[src/rtl/core/command_frame_validator_defines.svh]
// assertion macros shared by the command frame validator
`ifndef COMMAND_FRAME_VALIDATOR_DEFINES_SVH
`define COMMAND_FRAME_VALIDATOR_DEFINES_SVH

// same-cycle implication, sampled on clock, off during reset
`define CFV_ASSERT_IMPLY(label, ante, cons, msg) \
   label: assert property (@(posedge clock) disable iff (reset) (ante) |-> (cons)) \
      else $error(msg);

// next-cycle implication, sampled on clock, off during reset
`define CFV_ASSERT_NEXT(label, ante, cons, msg) \
   label: assert property (@(posedge clock) disable iff (reset) (ante) |=> (cons)) \
      else $error(msg);

`endif

[src/rtl/core/cfv_pkg.sv]
package cfv_pkg;

   // separator and control codes
   localparam logic [15:0] END_COMMAND = 16'h001E;
   localparam logic [15:0] END_PART    = 16'h001F;
   localparam logic [15:0] CTRL_MAX    = 16'h001F;
   localparam logic [15:0] DEL_CODE    = 16'h007F;
   localparam logic [15:0] CR_CODE     = 16'h000D;
   localparam logic [15:0] LF_CODE     = 16'h000A;
   localparam logic [15:0] TAB_CODE    = 16'h0009;

   // part index saturates here: name, key, room, then arguments
   localparam logic [1:0] ARG_PARTS = 2'd3;

   localparam int CSR_INDEX_W = 2;
   localparam int CSR_DATA_W  = 16;

   localparam logic [15:0] MAX_HEADER_LEN_RST = 16'd64;
   localparam logic [7:0]  ARG_LIMIT_RST      = 8'd4;
   localparam logic [15:0] MAX_ARG_LEN_RST    = 16'd10000;

   localparam int QUEUE_DEPTH = 4;
   localparam int QPTR_W      = $clog2(QUEUE_DEPTH);

   typedef enum logic [CSR_INDEX_W-1:0] {
      CSR_MAX_HEADER_LEN = 2'd0,
      CSR_ARG_LIMIT      = 2'd1,
      CSR_MAX_ARG_LEN    = 2'd2
   } cfv_csr_type;

   typedef enum logic [2:0] {
      REASON_OK          = 3'd0,
      REASON_HDR_LONG    = 3'd1,
      REASON_HDR_ILLEGAL = 3'd2,
      REASON_ARG_COUNT   = 3'd3,
      REASON_BAD_ARG     = 3'd4
   } cfv_reason_type;

   typedef struct packed {
      logic [15:0] max_header_len;
      logic [7:0]  arg_limit;
      logic [15:0] max_arg_len;
   } cfv_cfg_type;

   typedef struct packed {
      logic           command_valid;
      cfv_reason_type fail_reason;
      logic [7:0]     arg_count;
      logic           last_of_text;
   } cfv_verdict_type;

   typedef struct packed {
      logic [1:0]                  count;
      cfv_verdict_type [1:0]       items;
   } cfv_push_type;

   typedef struct packed {
      logic not_empty;
      logic room_for_two;
   } cfv_queue_status_type;

   typedef struct packed {
      logic [1:0]  part_idx;
      logic [15:0] part_len;
      logic        hdr_long;
      logic        hdr_illegal;
      logic        arg_bad;
      logic [7:0]  args;
   } cfv_cmd_state_type;

   localparam cfv_cmd_state_type CMD_CLEAR = '0;

   function automatic cfv_verdict_type make_verdict(input cfv_cmd_state_type st,
                                                    input logic [7:0] max_args,
                                                    input logic last);
      cfv_verdict_type v;
      v.fail_reason = REASON_OK;
      if (st.hdr_long) begin
         v.fail_reason = REASON_HDR_LONG;
      end else if (st.hdr_illegal) begin
         v.fail_reason = REASON_HDR_ILLEGAL;
      end else if (st.args > max_args) begin
         v.fail_reason = REASON_ARG_COUNT;
      end else if (st.arg_bad) begin
         v.fail_reason = REASON_BAD_ARG;
      end
      v.command_valid = (v.fail_reason == REASON_OK);
      v.arg_count     = st.args;
      v.last_of_text  = last;
      return v;
   endfunction

endpackage

[src/rtl/core/cfv_channels.sv]
interface cfv_req_if;
   logic        valid;
   logic        ready;
   logic [15:0] code_unit;
   logic        has_char;
   logic        is_last;

   modport source (output valid, code_unit, has_char, is_last, input ready);
   modport sink (input valid, code_unit, has_char, is_last, output ready);
endinterface

interface cfv_rsp_if;
   logic       valid;
   logic       ready;
   logic       command_valid;
   logic [2:0] fail_reason;
   logic [7:0] arg_count;
   logic       last_of_text;

   modport source (output valid, command_valid, fail_reason, arg_count, last_of_text,
                   input ready);
   modport sink (input valid, command_valid, fail_reason, arg_count, last_of_text,
                 output ready);
endinterface

interface cfv_csr_if;
   logic        valid;
   logic        ready;
   logic [1:0]  index;
   logic [15:0] data;

   modport source (output valid, index, data, input ready);
   modport sink (input valid, index, data, output ready);
endinterface

[src/rtl/core/cfv_parser.sv]
module cfv_parser import cfv_pkg::*; #(
   parameter int UNIT_W = 16
) (
   input  logic              clock,
   input  logic              reset,
   input  cfv_cfg_type       cfg,
   input  logic              fire,
   input  logic [UNIT_W-1:0] unit,
   input  logic              has_char,
   input  logic              is_last,
   output cfv_push_type      push
);

   cfv_cmd_state_type st_ff, st_in;

   function automatic logic unit_illegal(input logic [UNIT_W-1:0] c);
      logic ok_ws;
      ok_ws = (c == UNIT_W'(CR_CODE)) || (c == UNIT_W'(LF_CODE)) || (c == UNIT_W'(TAB_CODE));
      return !ok_ws && ((c <= UNIT_W'(CTRL_MAX)) || (c == UNIT_W'(DEL_CODE)));
   endfunction

   always_comb begin
      cfv_cmd_state_type st_take;
      cfv_cmd_state_type st_mid;
      logic              bad;
      st_take = st_ff;
      bad     = unit_illegal(unit);
      // effect of one ordinary character or a part separator
      if (unit == UNIT_W'(END_PART)) begin
         if (st_ff.part_idx != ARG_PARTS) begin
            st_take.part_idx = st_ff.part_idx + 2'd1;
         end
         if (st_take.part_idx == ARG_PARTS && st_ff.args != 8'hFF) begin
            st_take.args = st_ff.args + 8'd1;
         end
         st_take.part_len = '0;
      end else begin
         if (st_ff.part_len != 16'hFFFF) begin
            st_take.part_len = st_ff.part_len + 16'd1;
         end
         if (st_ff.part_idx != ARG_PARTS) begin
            if (st_take.part_len > cfg.max_header_len) st_take.hdr_long = 1'b1;
            if (bad) st_take.hdr_illegal = 1'b1;
         end else begin
            if (st_take.part_len > cfg.max_arg_len || bad) st_take.arg_bad = 1'b1;
         end
      end

      st_mid     = has_char ? st_take : st_ff;
      st_in      = st_ff;
      push.count = 2'd0;
      push.items[0] = make_verdict(st_mid, cfg.arg_limit, 1'b1);
      push.items[1] = make_verdict(CMD_CLEAR, cfg.arg_limit, 1'b1);

      if (fire) begin
         if (has_char && unit == UNIT_W'(END_COMMAND)) begin
            // verdict of the ended command, then the empty one on a last item
            push.items[0] = make_verdict(st_ff, cfg.arg_limit, 1'b0);
            push.count    = is_last ? 2'd2 : 2'd1;
            st_in         = CMD_CLEAR;
         end else if (is_last) begin
            push.count = 2'd1;
            st_in      = CMD_CLEAR;
         end else begin
            st_in = st_mid;
         end
      end
   end

   always_ff @(posedge clock) begin
      if (reset) begin
         st_ff <= CMD_CLEAR;
      end else begin
         st_ff <= st_in;
      end
   end

endmodule

[src/rtl/core/cfv_out_queue.sv]
module cfv_out_queue import cfv_pkg::*; (
   input  logic                 clock,
   input  logic                 reset,
   input  cfv_push_type         push,
   input  logic                 pop,
   output cfv_verdict_type      head,
   output cfv_queue_status_type status
);

   cfv_verdict_type   entries_ff [QUEUE_DEPTH];
   logic [QPTR_W-1:0] wr_ptr_ff, wr_ptr_in;
   logic [QPTR_W-1:0] rd_ptr_ff, rd_ptr_in;
   logic [QPTR_W:0]   count_ff, count_in;
   logic [QPTR_W:0]   count_after_pop;

   assign count_after_pop     = count_ff - (QPTR_W + 1)'(pop);
   assign status.not_empty    = (count_ff != '0);
   assign status.room_for_two = (count_after_pop <= (QPTR_W + 1)'(QUEUE_DEPTH - 2));
   assign head                = entries_ff[rd_ptr_ff];

   assign wr_ptr_in = wr_ptr_ff + QPTR_W'(push.count);
   assign rd_ptr_in = rd_ptr_ff + QPTR_W'(pop);
   assign count_in  = count_after_pop + (QPTR_W + 1)'(push.count);

   always_ff @(posedge clock) begin
      if (push.count != 2'd0) begin
         entries_ff[wr_ptr_ff] <= push.items[0];
      end
      if (push.count == 2'd2) begin
         entries_ff[wr_ptr_ff + QPTR_W'(1)] <= push.items[1];
      end
   end

   always_ff @(posedge clock) begin
      if (reset) begin
         wr_ptr_ff <= '0;
         rd_ptr_ff <= '0;
         count_ff  <= '0;
      end else begin
         wr_ptr_ff <= wr_ptr_in;
         rd_ptr_ff <= rd_ptr_in;
         count_ff  <= count_in;
      end
   end

endmodule

[src/rtl/core/command_frame_validator.sv]
// channel   direction   payload                                              handshake
// req_if    in          code_unit[15:0], has_char, is_last                   valid/ready
// rsp_if    out         command_valid, fail_reason[2:0], arg_count[7:0],     valid/ready
//                       last_of_text
// csr_if    in          index[1:0], data[15:0]                               valid/ready
//
// one item per cycle is accepted while the result queue has room for two verdicts
// a verdict reaches rsp_if through the input register and then the queue
// a separator on the last item gives two verdicts, which leave rsp_if one after the other
// reset is synchronous; no clearing pass is needed
// with rsp_if stalled, processing stops once three or more verdicts wait, then req_if.ready drops
`include "command_frame_validator_defines.svh"

module command_frame_validator import cfv_pkg::*; #(
   parameter int CHAR_BITS = 16
) (
   input logic       clock,
   input logic       reset,
   cfv_req_if.sink   req_if,
   cfv_rsp_if.source rsp_if,
   cfv_csr_if.sink   csr_if
);

   // only the low CHAR_BITS bits of a code unit take part, at most 16
   localparam int UNIT_W = (CHAR_BITS < 16) ? CHAR_BITS : 16;

   // limits set through the csr channel
   cfv_cfg_type cfg_ff, cfg_in;

   // input register
   logic              in_valid_ff, in_valid_in;
   logic [UNIT_W-1:0] unit_ff;
   logic              has_ff;
   logic              last_ff;

   logic                 proc_fire;
   logic                 req_take;
   logic                 pop;
   cfv_push_type         push;
   cfv_verdict_type      head;
   cfv_queue_status_type q_status;

   // csr writes are always taken; an index past the list is ignored
   assign csr_if.ready = 1'b1;

   always_comb begin
      cfg_in = cfg_ff;
      if (csr_if.valid) begin
         case (csr_if.index)
            CSR_MAX_HEADER_LEN: cfg_in.max_header_len = csr_if.data;
            CSR_ARG_LIMIT:      cfg_in.arg_limit      = csr_if.data[7:0];
            CSR_MAX_ARG_LEN:    cfg_in.max_arg_len    = csr_if.data;
            default: ;
         endcase
      end
   end

   always_ff @(posedge clock) begin
      if (reset) begin
         cfg_ff.max_header_len <= MAX_HEADER_LEN_RST;
         cfg_ff.arg_limit      <= ARG_LIMIT_RST;
         cfg_ff.max_arg_len    <= MAX_ARG_LEN_RST;
      end else begin
         cfg_ff <= cfg_in;
      end
   end

   // the held item moves on once the queue can take both possible verdicts
   assign proc_fire    = in_valid_ff && q_status.room_for_two;
   assign req_if.ready = !in_valid_ff || proc_fire;
   assign req_take     = req_if.valid && req_if.ready;
   assign in_valid_in  = req_take || (in_valid_ff && !proc_fire);

   always_ff @(posedge clock) begin
      if (reset) begin
         in_valid_ff <= 1'b0;
      end else begin
         in_valid_ff <= in_valid_in;
      end
   end

   // payload holds while the item waits
   always_ff @(posedge clock) begin
      if (req_take) begin
         unit_ff <= req_if.code_unit[UNIT_W-1:0];
         has_ff  <= req_if.has_char;
         last_ff <= req_if.is_last;
      end
   end

   // per-command state and verdict logic
   cfv_parser #(
      .UNIT_W(UNIT_W)
   ) u_parser (
      .clock    (clock),
      .reset    (reset),
      .cfg      (cfg_ff),
      .fire     (proc_fire),
      .unit     (unit_ff),
      .has_char (has_ff),
      .is_last  (last_ff),
      .push     (push)
   );

   // verdicts wait here for the rsp side
   assign pop = rsp_if.valid && rsp_if.ready;

   cfv_out_queue u_out_queue (
      .clock  (clock),
      .reset  (reset),
      .push   (push),
      .pop    (pop),
      .head   (head),
      .status (q_status)
   );

   assign rsp_if.valid         = q_status.not_empty;
   assign rsp_if.command_valid = head.command_valid;
   assign rsp_if.fail_reason   = 3'(head.fail_reason);
   assign rsp_if.arg_count     = head.arg_count;
   assign rsp_if.last_of_text  = head.last_of_text;

   // a waiting item is never dropped
   `CFV_ASSERT_NEXT(a_item_held, in_valid_ff && !proc_fire, in_valid_ff, "held item lost")
   // verdict flag agrees with the reason code
   `CFV_ASSERT_IMPLY(a_verdict_match, rsp_if.valid,
      rsp_if.command_valid == (rsp_if.fail_reason == REASON_OK), "verdict flag mismatch")
   // no verdict before anything was processed after reset
   `CFV_ASSERT_IMPLY(a_empty_after_reset, $past(reset), !rsp_if.valid, "verdict after reset")
   // verdicts are only pushed by a processed item
   `CFV_ASSERT_IMPLY(a_push_needs_item, push.count != 2'd0, proc_fire, "stray verdict push")

endmodule
[src/flat_wrapper.sv]
// flat-port wrapper written by rule: the top's interface ports become plain ports
module command_frame_validator_flat import cfv_pkg::*;
#(
   parameter int CHAR_BITS = 16
)
  (clock, reset, req_if_valid, req_if_code_unit, req_if_has_char, req_if_is_last, req_if_ready, rsp_if_valid, rsp_if_command_valid, rsp_if_fail_reason, rsp_if_arg_count, rsp_if_last_of_text, rsp_if_ready, csr_if_valid, csr_if_index, csr_if_data, csr_if_ready);
  cfv_req_if req_if_i ();
  cfv_rsp_if rsp_if_i ();
  cfv_csr_if csr_if_i ();
  input logic clock;
  input logic reset;
  input wire logic [$bits(req_if_i.valid)-1:0] req_if_valid;
  input wire logic [$bits(req_if_i.code_unit)-1:0] req_if_code_unit;
  input wire logic [$bits(req_if_i.has_char)-1:0] req_if_has_char;
  input wire logic [$bits(req_if_i.is_last)-1:0] req_if_is_last;
  output wire logic [$bits(req_if_i.ready)-1:0] req_if_ready;
  output wire logic [$bits(rsp_if_i.valid)-1:0] rsp_if_valid;
  output wire logic [$bits(rsp_if_i.command_valid)-1:0] rsp_if_command_valid;
  output wire logic [$bits(rsp_if_i.fail_reason)-1:0] rsp_if_fail_reason;
  output wire logic [$bits(rsp_if_i.arg_count)-1:0] rsp_if_arg_count;
  output wire logic [$bits(rsp_if_i.last_of_text)-1:0] rsp_if_last_of_text;
  input wire logic [$bits(rsp_if_i.ready)-1:0] rsp_if_ready;
  input wire logic [$bits(csr_if_i.valid)-1:0] csr_if_valid;
  input wire logic [$bits(csr_if_i.index)-1:0] csr_if_index;
  input wire logic [$bits(csr_if_i.data)-1:0] csr_if_data;
  output wire logic [$bits(csr_if_i.ready)-1:0] csr_if_ready;
  assign req_if_i.valid = req_if_valid;
  assign req_if_i.code_unit = req_if_code_unit;
  assign req_if_i.has_char = req_if_has_char;
  assign req_if_i.is_last = req_if_is_last;
  assign req_if_ready = req_if_i.ready;
  assign rsp_if_valid = rsp_if_i.valid;
  assign rsp_if_command_valid = rsp_if_i.command_valid;
  assign rsp_if_fail_reason = rsp_if_i.fail_reason;
  assign rsp_if_arg_count = rsp_if_i.arg_count;
  assign rsp_if_last_of_text = rsp_if_i.last_of_text;
  assign rsp_if_i.ready = rsp_if_ready;
  assign csr_if_i.valid = csr_if_valid;
  assign csr_if_i.index = csr_if_index;
  assign csr_if_i.data = csr_if_data;
  assign csr_if_ready = csr_if_i.ready;
  command_frame_validator #(.CHAR_BITS(CHAR_BITS)) u_core (.clock(clock), .reset(reset), .req_if(req_if_i), .rsp_if(rsp_if_i), .csr_if(csr_if_i));
endmodule
[config.mk]
export PLATFORM = sky130hd
export DESIGN_NAME = command_frame_validator_flat
export DESIGN_NICKNAME = d
export VERILOG_FILES = /design/src/rtl/core/cfv_pkg.sv /design/src/rtl/core/cfv_channels.sv /design/src/rtl/core/cfv_parser.sv /design/src/rtl/core/cfv_out_queue.sv /design/src/rtl/core/command_frame_validator.sv /design/src/flat_wrapper.sv
export VERILOG_INCLUDE_DIRS = /design/src /design/src/rtl/core
export SDC_FILE = /design/constraint.sdc
export NUM_CORES = 1
export LEC_CHECK = 0
export BUFFER_PORTS_ARGS = -buffer_cell sky130_fd_sc_hd__buf_2
export CORE_ASPECT_RATIO = 1.5
export CORE_MARGIN = 8
export CORE_UTILIZATION = 40
export DETAILED_ROUTE_END_ITERATION = 12
export MAX_ROUTING_LAYER = met4
export PLACE_DENSITY = 0.65
export SYNTH_ARGS = -nofsm -noshare
export SYNTH_HDL_FRONTEND = slang
export SYNTH_SLANG_ARGS = --single-unit
[constraint.sdc]
create_clock -name clock -period 5 [get_ports clock]
set_input_delay 0.5 -clock clock [delete_from_list [all_inputs] [get_ports clock]]
set_output_delay 0.5 -clock clock [all_outputs]
set_load 0.01 [all_outputs]
==> impl_metrics.json, run 1 <==
{
  "finalSetupTns_ns": 0,
  "io_pins": 57,
  "port-buffer-count": 55,
  "stdcell_area_um2": 8550,
  "wl_per_cell_um": 16.1,
  "ctsResizeCount": 0,
  "worst_pin_slew_ns": 1.00,
  "pre_cts_ws_ns": 0.864,
  "crit_slowest_cell": "or4_1",
  "syn_area_per_cell_um2": 9.19,
  "synth_async_sr_flop_share_pct": 0,
  "cp.buffers_inverters": 0,
  "finalNonFillerCells": 1123,
  "insertion_delay_ns": 0.43,
  "met1_usage_pct": 16.5,
  "root_buffer": "clkbuf_16",
  "drc_errors": 0,
  "grt_pass1_vias": 5912,
  "yosysMostFrequentCell": "nand2_1",
  "rsz0062_at_grt": "false",
  "syn_area_um2": 7460,
  "fin_crit_sh_pct": 84.4,
  "core_area_um2": 18400,
  "crit_family": "simple AND/OR/NAND/NOR gates",
  "drive_gt1_share_pct": 13.5,
  "hold_violations": 0,
  "yosys.area.top_type_share_pct": 31.4,
  "rr_worst_depth": 15,
  "cpPeakStageDelay_ns": 0.58,
  "fin_skew_ns": 0.0104,
  "crit_arrival_ns": 4.49,
  "timing.rr.start": "u_core.u_parser.st_ff[14]",
  "die_x_um": 127,
  "postCtsSetupBuffers": 0,
  "multiInputGateArea_um2": 3870,
  "syn_nets": 909,
  "seq_area_um2": 3240,
  "p_leak_nw": 3.37,
  "cp_max_fo": 9,
  "synth_edf_count": 30,
  "critical_path_class": "reg -> reg",
  "cp_num_cells": 15,
  "relSlewSlack_pct": 32.9,
  "start_util_pct": 40.5,
  "ys_ff_latch": 147,
  "startpoint": "u_core.u_parser.st_ff[14]",
  "synth_warnings": 0,
  "ys_seq_area_share_pct": 43.5,
  "grtUsageMet3_pct": 3.14,
  "top_usage_layer": "met2",
  "grt_pass1_wl_um": 29600,
  "avgViaCountPerCell": 5.26,
  "slew_violations": 0,
  "antenna_found_initial": 0,
  "drt.antenna.violating_nets": 0,
  "holdBufCountCts": 0,
  "min-delay-start": "req_if_code_unit[11]",
  "final_nets": 956,
  "clock_sinks": 147,
  "hold-path-cell-count": 1,
  "power_density_nw_per_um2": 358,
  "vias": 5903,
  "placed_area_um2": 7970,
  "vdd_drop_max_mv": 0.191,
  "drt_pre_antenna_iters": 5,
  "clkTransAtPathRegs_ns": 0.06,
  "wl_um": 18100,
  "cts_made_buffers": 17,
  "gp_congestion": 0.882,
  "endpoint_kind": "register",
  "synthTopCellsByArea": "dfxtp_1 31%, edfxtp_1 12%, ha_1 9.4%",
  "overflow": 0,
  "place_inst": 1091,
  "synthFlopType": "dfxtp_1",
  "fin_ws_ns": 0.778,
  "finalSetupViolCount": 0,
  "period_minus_slack_ns": 4.22,
  "synth_cell_types": 66,
  "clockBufferDepth": 2,
  "hpwl_um": 13600,
  "synthTopCellsByCount": "118 x nand2_1, 117 x dfxtp_1, 63 x a21oi_1",
  "row_count": 61,
  "area_growth_pct": 14.7,
  "h-tree-depth": 4,
  "die_y_um": 183,
  "fillers": 1798,
  "hp-class": "in -> reg",
  "grt_max_degree": 45,
  "synth_area_leader_cell": "dfxtp_1",
  "drt-initial-drc-count": 323,
  "fmax_mhz": 237,
  "cap_violations": 0,
  "grt_usage_pct": 16.6,
  "status": "finished clean",
  "cts_tree": "done",
  "use_met2_pct": 30.6,
  "required_ns": 5.27,
  "crit_path_start_kind": "register",
  "synthCells": 811,
  "die_area_um2": 23400,
  "crit_chain": "and4_1 > nand3_1 > or4_1 > nand2_1 > nor2_1 > nand2_1 > xnor2_1 > ha_1 > nand4_1 > nor2_1 > a221o_1 > o31ai_1 > o311a_1 > nand3b_1 > a31oi_1",
  "antennaDiodeCount": 0
}
-- placed cells by master (no fill, tap or decap), drive strengths merged, types with 4 or more instances in the layout --
master,Yosys,routed
xor2,7,7
ha,56,56
and2,6,6
nor2b,13,13
o31ai,6,6
mux4,13,13
nand3,19,19
o21ai,45,45
o22a,7,7
a22oi,6,6
a21oi,63,63
xnor2,16,16
mux2i,10,10
or3,6,6
nand2b,5,5
nand3b,5,5
edfxtp,30,30
nor3,8,8
a2bb2oi,4,4
o211ai,6,6
nand2,118,118
nor2,55,55
a31oi,10,10
a211o,7,7
a22o,6,6
and4,6,6
inv,59,64
clkbuf,28,19
nor4,5,5
or4,4,4
clkinvlp,0,4
buf,5,61
nand4,22,22
dfxtp,117,117
-- registers in the layout, indices dropped and copies added (netlist names) --
name and count:
u_core.u_out_queue.entries_ff 52, u_core.cfg_ff 40, u_core.u_parser.st_ff 29, u_core.unit_ff 16
u_core.u_out_queue.count_ff 3, u_core.u_out_queue.rd_ptr_ff 2, u_core.u_out_queue.wr_ptr_ff 2, u_core.has_ff 1
u_core.in_valid_ff 1, u_core.last_ff 1
-- metrics by stage --
step	hold WS [ns]	util (%)	total power, mW
finish	0.245	46.5	3.06
global route	0.230	46.5	3.19
CTS	0.231	46.5	3.10
detailed placement	0.438	43.3	1.83
global placement	0.430	43.3	1.82
floorplan	0.420	-	1.68
-- where the power goes --
| group | switching [mW] | total [mW] | internal (mW) |
|---|---|---|---|
| sequential | 0.0815 | 1.36 | 1.28 |
| combinational | 0.244 | 0.434 | 0.190 |
| clock | 0.526 | 1.27 | 0.741 |
| total | 0.851 | 3.06 | 2.21 |
-- final timing paths --
path | end | slack (ns)
max | u_core.u_out_queue.entries_ff[0][12] | 0.78
min | u_core.unit_ff[11] | 0.25
max reg2reg | u_core.u_out_queue.entries_ff[0][12] | 0.78
min reg2reg | u_core.u_out_queue.entries_ff[1][1] | 0.45
-- kinds of logic after synthesis --
kind of cell	share of synthesized area [%]
XOR/XNOR	2.80
adder cells (fa/ha/maj)	9.67
AO/OA/AOI/OAI	15.2
flip-flops	43.5
other	0.0503
multiplexers	5.42
AND/OR/NAND/NOR	18.6
buffers and inverters	4.70
-- routing by layer --
| layer | vias to the layer above | routed length [µm] |
|---|---|---|
| met5 | - | 0 |
| met3 | 31 | 539 |
| met2 | 96 | 9730 |
| met4 | 0 | 507 |
| met1 | 2794 | 7280 |
| li1 | 2982 | - |
-- area by class of cell --
class                      instances  area share (%)
clock inverter                    13            1.73
timing repair buffer              61            3.75
clock buffer                      19            5.06
tap                              252            3.69
sequential                       147            37.9
inverter                          59            2.59
multi-input combinational        572            45.2
(Power assumes the default switching activity.)
==> inputs of run 2 (changes only) <==
Clock period 5 ns to 4.2 ns, I/O delays scaled along.
==> run 2 against run 1 <==
  * Worst setup slack worse by 0.52 ns
  * Worst hold slack worse by 0.082 ns
  * Register-to-register slack worse by 0.52 ns
  * Clock power is 24% higher
  * Core utilization is 0.92 points higher
  * Non-clock buffer count is 13 higher
  * First-iteration DRC count is 20% higher
  * Cell area is 2.0% higher
  * Combinational power is 23% higher
==> impl_metrics.json, run 2 (same netlist as run 1, synthesis figures left out) <==
{
  "status": "finished clean",
  "cp_max_fo": 9,
  "drt_pre_antenna_iters": 5,
  "clock_sinks": 147,
  "hp-class": "in -> reg",
  "final_cell_mix": "118 x nand2_1, 117 x dfxtp_1, 63 x a21oi_1",
  "rsz0062_at_grt": "false",
  "h-tree-depth": 4,
  "grt_usage_pct": 17.1,
  "fin_util_pct": 47.4,
  "rrSetupSlack_ns": 0.25,
  "antenna_found_initial": 0,
  "start_util_pct": 40.5,
  "crit_path_start_kind": "register",
  "final_common_cell": "nand2_1",
  "grt_pass1_vias": 6292,
  "row_count": 61,
  "crit_slowest_cell": "or4_4",
  "clockBufferDepth": 2,
  "avgViaCountPerCell": 5.32,
  "wl_per_cell_um": 16.3,
  "cpPeakStageDelay_ns": 0.62,
  "drt-initial-drc-count": 386,
  "cts_made_buffers": 17,
  "area_growth_pct": 16.9,
  "drive_gt1_share_pct": 15.6,
  "crit_family": "simple AND/OR/NAND/NOR gates",
  "crit_arrival_ns": 4.21,
  "fmax_mhz": 253,
  "largest-register": "u_core.u_out_queue.entries_ff",
  "largest_register_ffs": 52,
  "overflow": 0,
  "slew_violations": 0,
  "insertion_delay_ns": 0.43,
  "vias": 6047,
  "die_y_um": 183,
  "ctsResizeCount": 0,
  "fillers": 1781,
  "finalSetupViolCount": 0,
  "critical_path_class": "reg -> reg",
  "holdBufCountCts": 0,
  "drt.antenna.violating_nets": 0,
  "core_area_um2": 18400,
  "period_minus_slack_ns": 3.95,
  "postCtsSetupBuffers": 0,
  "antennaDiodeCount": 0,
  "cp.buffers_inverters": 0,
  "root_buffer": "clkbuf_16",
  "top_regs": "u_core.u_out_queue.entries_ff x52, u_core.cfg_ff x40, u_core.u_parser.st_ff x29",
  "hpwl_um": 13900,
  "worst_pin_slew_ns": 1.02,
  "fin_skew_ns": 0.00943,
  "clkTransAtPathRegs_ns": 0.07,
  "endpoint_kind": "register",
  "power_density_nw_per_um2": 429,
  "relSlewSlack_pct": 31.9,
  "cts_tree": "done",
  "required_ns": 4.47,
  "die_area_um2": 23400,
  "finalSetupTns_ns": 0,
  "gp_congestion": 0.917,
  "drc_errors": 0,
  "final_nets": 969,
  "die_x_um": 127,
  "cap_violations": 0,
  "grt_pass1_wl_um": 30700,
  "grt_max_degree": 47,
  "hold_violations": 0,
  "crit_chain": "ha_1 > nand2_1 > or4_4 > nand3_1 > nor2_1 > xor2_1 > ha_1 > a21o_1 > nand3_1 > a21oi_1 > o31ai_1 > nand3b_1 > nand3b_1 > a31oi_1",
  "io_pins": 57,
  "p_leak_nw": 3.48,
  "wl_um": 18500,
  "fin_crit_sh_pct": 94.0,
  "vdd_drop_max_mv": 0.209,
  "port-buffer-count": 55
}
## run 2: per-stage QoR
step                      hold WS, ns  cell area (µm²)  total power [mW]  setup slack (ns)  std cells
final                           0.163             8720              3.74             0.253       1136
after global routing            0.144             8720              3.91           0.00437       1136
after CTS                       0.149             8690              3.78             0.165       1136
after detailed placement        0.442             8070              2.20             0.184       1104
after global placement          0.430             8070              2.18             0.313       1104
after floorplan                 0.420             7460              2.01             0.590        811
## run 2: worst register-to-register path: cells and delay by family (launching register included)
family | cells | cell delay, ns
DFF | 1 | 0.43
AOI/OAI and AO/OA | 4 | 0.90
xor gates and xnor gates | 1 | 0.28
adders and majority gates | 2 | 0.54
and+or+nand+nor | 7 | 1.64
## run 2: layout make-up
class / count / area, µm² / area share [%]
clock inverters: 13 / 150 / 1.72
multi-input cells: 572 / 3890 / 44.7
clock buffers: 19 / 475 / 5.45
flip-flops and latches: 147 / 3240 / 37.2
inverters: 59 / 221 / 2.54
well taps: 252 / 315 / 3.62
repair buffers: 74 / 418 / 4.79
## run 2: power breakdown
| part | switching, mW | internal [mW] |
|---|---|---|
| combinational | 0.297 | 0.236 |
| sequential | 0.0997 | 1.53 |
| clock | 0.667 | 0.916 |
| total | 1.06 | 2.68 |
## run 2: final timing paths
| path | start | depth (start not counted) | end |
|---|---|---|---|
| max | u_core.u_parser.st_ff[11] | 14 | u_core.u_out_queue.entries_ff[0][12] |
| min | req_if_code_unit[4] | 1 | u_core.unit_ff[4] |
| min reg2reg | u_core.u_out_queue.entries_ff[0][2] | 2 | u_core.u_out_queue.entries_ff[0][2] |
| max reg2reg | u_core.u_parser.st_ff[11] | 14 | u_core.u_out_queue.entries_ff[0][12] |
## run 2: metal layers
layer  vias up  wire [µm]  GRT usage [%]
met5         -          0              -
met4         0        448           7.41
met3        30        657           3.28
met2       128      10100           31.5
met1      2874       7300           17.0
li1       3015          -              -
==> inputs of run 3 (changes only) <==
Settings changed: ABC_AREA from default to 1.
==> run 3 against run 2 <==
  * Cell area increased by 2.9%
  * Critical endpoint is now u_core.u_out_queue.entries_ff[1][9]
  * Clock power about the same
  * Register-to-register slack better by 0.63 ns
  * Combinational power rose by 59%
  * Non-clock buffer count down 11
  * Sequential share of layout area down 1.1 points
  * Flip-flop and latch count stayed put
==> impl_metrics.json, run 3 <==
{
  "status": "finished clean",
  "finalSetupViolCount": 0,
  "avgViaCountPerCell": 4.91,
  "pwr-share-comb_pct": 21.2,
  "clkPwrFrac_pct": 38.9,
  "required_ns": 4.38,
  "yosys.area.top_type_share_pct": 29.8,
  "row_count": 63,
  "rsz0062_at_grt": "false",
  "wl_per_cell_um": 14.0,
  "rrSetupSlack_ns": 0.89,
  "synthCells": 993,
  "fillers": 2016,
  "wl_um": 18500,
  "cts_made_buffers": 17,
  "synthTopCellsByCount": "205 x nand2_1, 117 x dfxtp_1, 109 x inv_1",
  "fmax_mhz": 302,
  "final_common_cell": "nand2_1",
  "timing.rr.start": "u_core.u_parser.st_ff[11]",
  "p_leak_nw": 3.94,
  "p_switching_mw": 1.24,
  "drc_errors": 0,
  "drt.antenna.violating_nets": 0,
  "fin_skew_ns": 0.0205,
  "fin_crit_sh_pct": 78.9,
  "clock_sinks": 147,
  "rr_worst_depth": 16,
  "synth_adder_area_share_pct": 9.18,
  "crit_chain": "ha_1 > nand2_1 > inv_2 > nand2_1 > nor2_2 > or3b_1 > nand2_2 > ha_1 > a21oi_1 > o21ai_0 > a21oi_1 > nand2_1 > nand2_1 > nand3_1 > nor2_1 > nor3_1",
  "hp-class": "in -> reg",
  "crit_path_start_kind": "register",
  "insertion_delay_ns": 0.44,
  "clkTransAtPathRegs_ns": 0.06,
  "seq_power_share_pct": 39.9,
  "reg2reg_to": "u_core.u_out_queue.entries_ff[1][9]",
  "synth_top_family_by_area": "simple AND/OR/NAND/NOR gates",
  "drt_pre_antenna_iters": 4,
  "pre_cts_ws_ns": 0.938,
  "cp_common_cell": "nand2_1",
  "start_util_pct": 40.1,
  "hpwl_um": 13800,
  "cp_max_fo": 6,
  "ctsResizeCount": 0,
  "grt_usage_pct": 16.4,
  "antennaDiodeCount": 0,
  "final_nets": 1141,
  "ys_seq_area_share_pct": 41.3,
  "synth_area_leader_cell": "dfxtp_1",
  "h-tree-depth": 4,
  "worst_pin_slew_ns": 1.13,
  "cp.buffers_inverters": 1,
  "stdcell_area_um2": 8970,
  "synthTopCellsByArea": "dfxtp_1 30%, edfxtp_1 11%, nand2_1 9.8%",
  "syn_nets": 1091,
  "endpoint_kind": "register",
  "syn_area_per_cell_um2": 7.90,
  "port-buffer-count": 55,
  "final_cell_mix": "205 x nand2_1, 117 x dfxtp_1, 109 x inv_1",
  "holdBufCountCts": 0,
  "die_y_um": 188,
  "placed_area_um2": 8360,
  "antenna_found_initial": 0,
  "overflow": 0,
  "vias": 6464,
  "die_x_um": 130,
  "synthXorXnorAreaFrac_pct": 2.58,
  "hold_violations": 0,
  "fin_total_pwr_mw": 4.00,
  "largest_register_ffs": 52,
  "synth_warnings": 0,
  "swShare_pct": 31.0,
  "synthMuxAreaShare_pct": 0,
  "yosysMostFrequentCell": "nand2_1",
  "yosys.area_share.simple_pct": 23.2,
  "crit_arrival_ns": 3.49,
  "hold-path-cell-count": 1,
  "crit_slowest_cell": "or3b_1",
  "cap_violations": 0,
  "vdd_drop_max_mv": 0.218,
  "critical_path_class": "reg -> reg",
  "relSlewSlack_pct": 24.4,
  "grt_pass1_vias": 6417,
  "crit_family": "simple AND/OR/NAND/NOR gates",
  "top_regs": "u_core.u_out_queue.entries_ff x52, u_core.cfg_ff x40, u_core.u_parser.st_ff x29",
  "synth_cell_types": 51,
  "area_growth_pct": 14.3,
  "finalSetupTns_ns": 0,
  "grt_max_degree": 43,
  "io_pins": 57,
  "drt-initial-drc-count": 449,
  "largest-register": "u_core.u_out_queue.entries_ff",
  "root_buffer": "clkbuf_16",
  "synth_compound_area_share_pct": 15.7,
  "die_area_um2": 24500,
  "grt_pass1_wl_um": 30800,
  "p_int_mw": 2.76,
  "synthFlopType": "dfxtp_1",
  "min-delay-start": "req_if_code_unit[11]",
  "syn_area_um2": 7850,
  "fin_ws_ns": 0.888,
  "postCtsSetupBuffers": 0,
  "ys_ff_latch": 147,
  "slew_violations": 0,
  "power_density_nw_per_um2": 446,
  "cts_tree": "done",
  "synth_edf_count": 30,
  "gp_congestion": 0.854,
  "drive_gt1_share_pct": 16.6,
  "cpPeakStageDelay_ns": 0.53,
  "synth_async_sr_flop_share_pct": 0,
  "period_minus_slack_ns": 3.31,
  "whs_endpoint": "u_core.unit_ff[11]",
  "clockBufferDepth": 2,
  "core_area_um2": 19500
}
==> run 3: metal layers <==
layer	GRT usage, %	vias up	share of wire, %
li1	-	3374	-
met1	16.7	2965	41
met2	29.7	95	54
met3	3.04	30	2.5
met4	7.01	0	2.5
met5	-	-	0
==> run 3: metrics by stage <==
| step | hold slack [ns] | utilization [%] | cells |
|---|---|---|---|
| after global placement | 0.433 | 42.8 | 1284 |
| after global routing | 0.151 | 45.9 | 1316 |
| after detailed placement | 0.435 | 42.8 | 1284 |
| after floorplan | 0.421 | - | 993 |
| after CTS | 0.150 | 45.9 | 1316 |
| final | 0.167 | 45.9 | 1316 |
==> run 3: cell families (layout without fill, tap and decap cells) <==
kind of cell	Yosys count	count (layout)
AND/OR/NAND/NOR	384	384
AO/OA/AOI/OAI	226	226
buffers and inverters	160	223
flip-flops	147	147
adder cells (fa/ha/maj)	57	57
XOR/XNOR	18	18
other	1	1
==> run 3: how the worst max path moves through the flow <==
stage,slack (ns),endpoint,startpoint,cells after the start
finish,0.89,u_core.u_out_queue.entries_ff[1][9],u_core.u_parser.st_ff[11],16
global route,0.54,u_core.u_out_queue.entries_ff[1][12],u_core.u_parser.st_ff[11],23
CTS,0.92,u_core.u_out_queue.entries_ff[3][12],u_core.u_parser.st_ff[11],18
detailed placement,0.94,u_core.u_out_queue.entries_ff[2][9],u_core.u_parser.st_ff[11],16
global placement,0.96,u_core.u_out_queue.entries_ff[2][9],u_core.u_parser.st_ff[11],16
floorplan,1.47,u_core.u_out_queue.entries_ff[0][10],u_core.u_parser.st_ff[1],20
==> run 3: area by class of cell <==
cell class / instances / area (µm²) / share of cell area [%]
multi-input combinational: 686 / 3980 / 44.4
sequential: 147 / 3240 / 36.2
inverter: 128 / 480 / 5.36
clock buffer: 20 / 467 / 5.20
timing repair buffer: 63 / 335 / 3.74
tap: 260 / 325 / 3.63
clock inverter: 12 / 141 / 1.58
==> run 3: power by group through the flow <==
stage / Combinational (mW) / Clock (mW) / Sequential (mW)
after floorplan: 0.606 / 0 / 1.61
after global routing: 0.971 / 1.65 / 1.61
after CTS: 0.870 / 1.58 / 1.60
final: 0.849 / 1.56 / 1.60
after global placement: 0.857 / 0 / 1.63
after detailed placement: 0.867 / 0 / 1.63
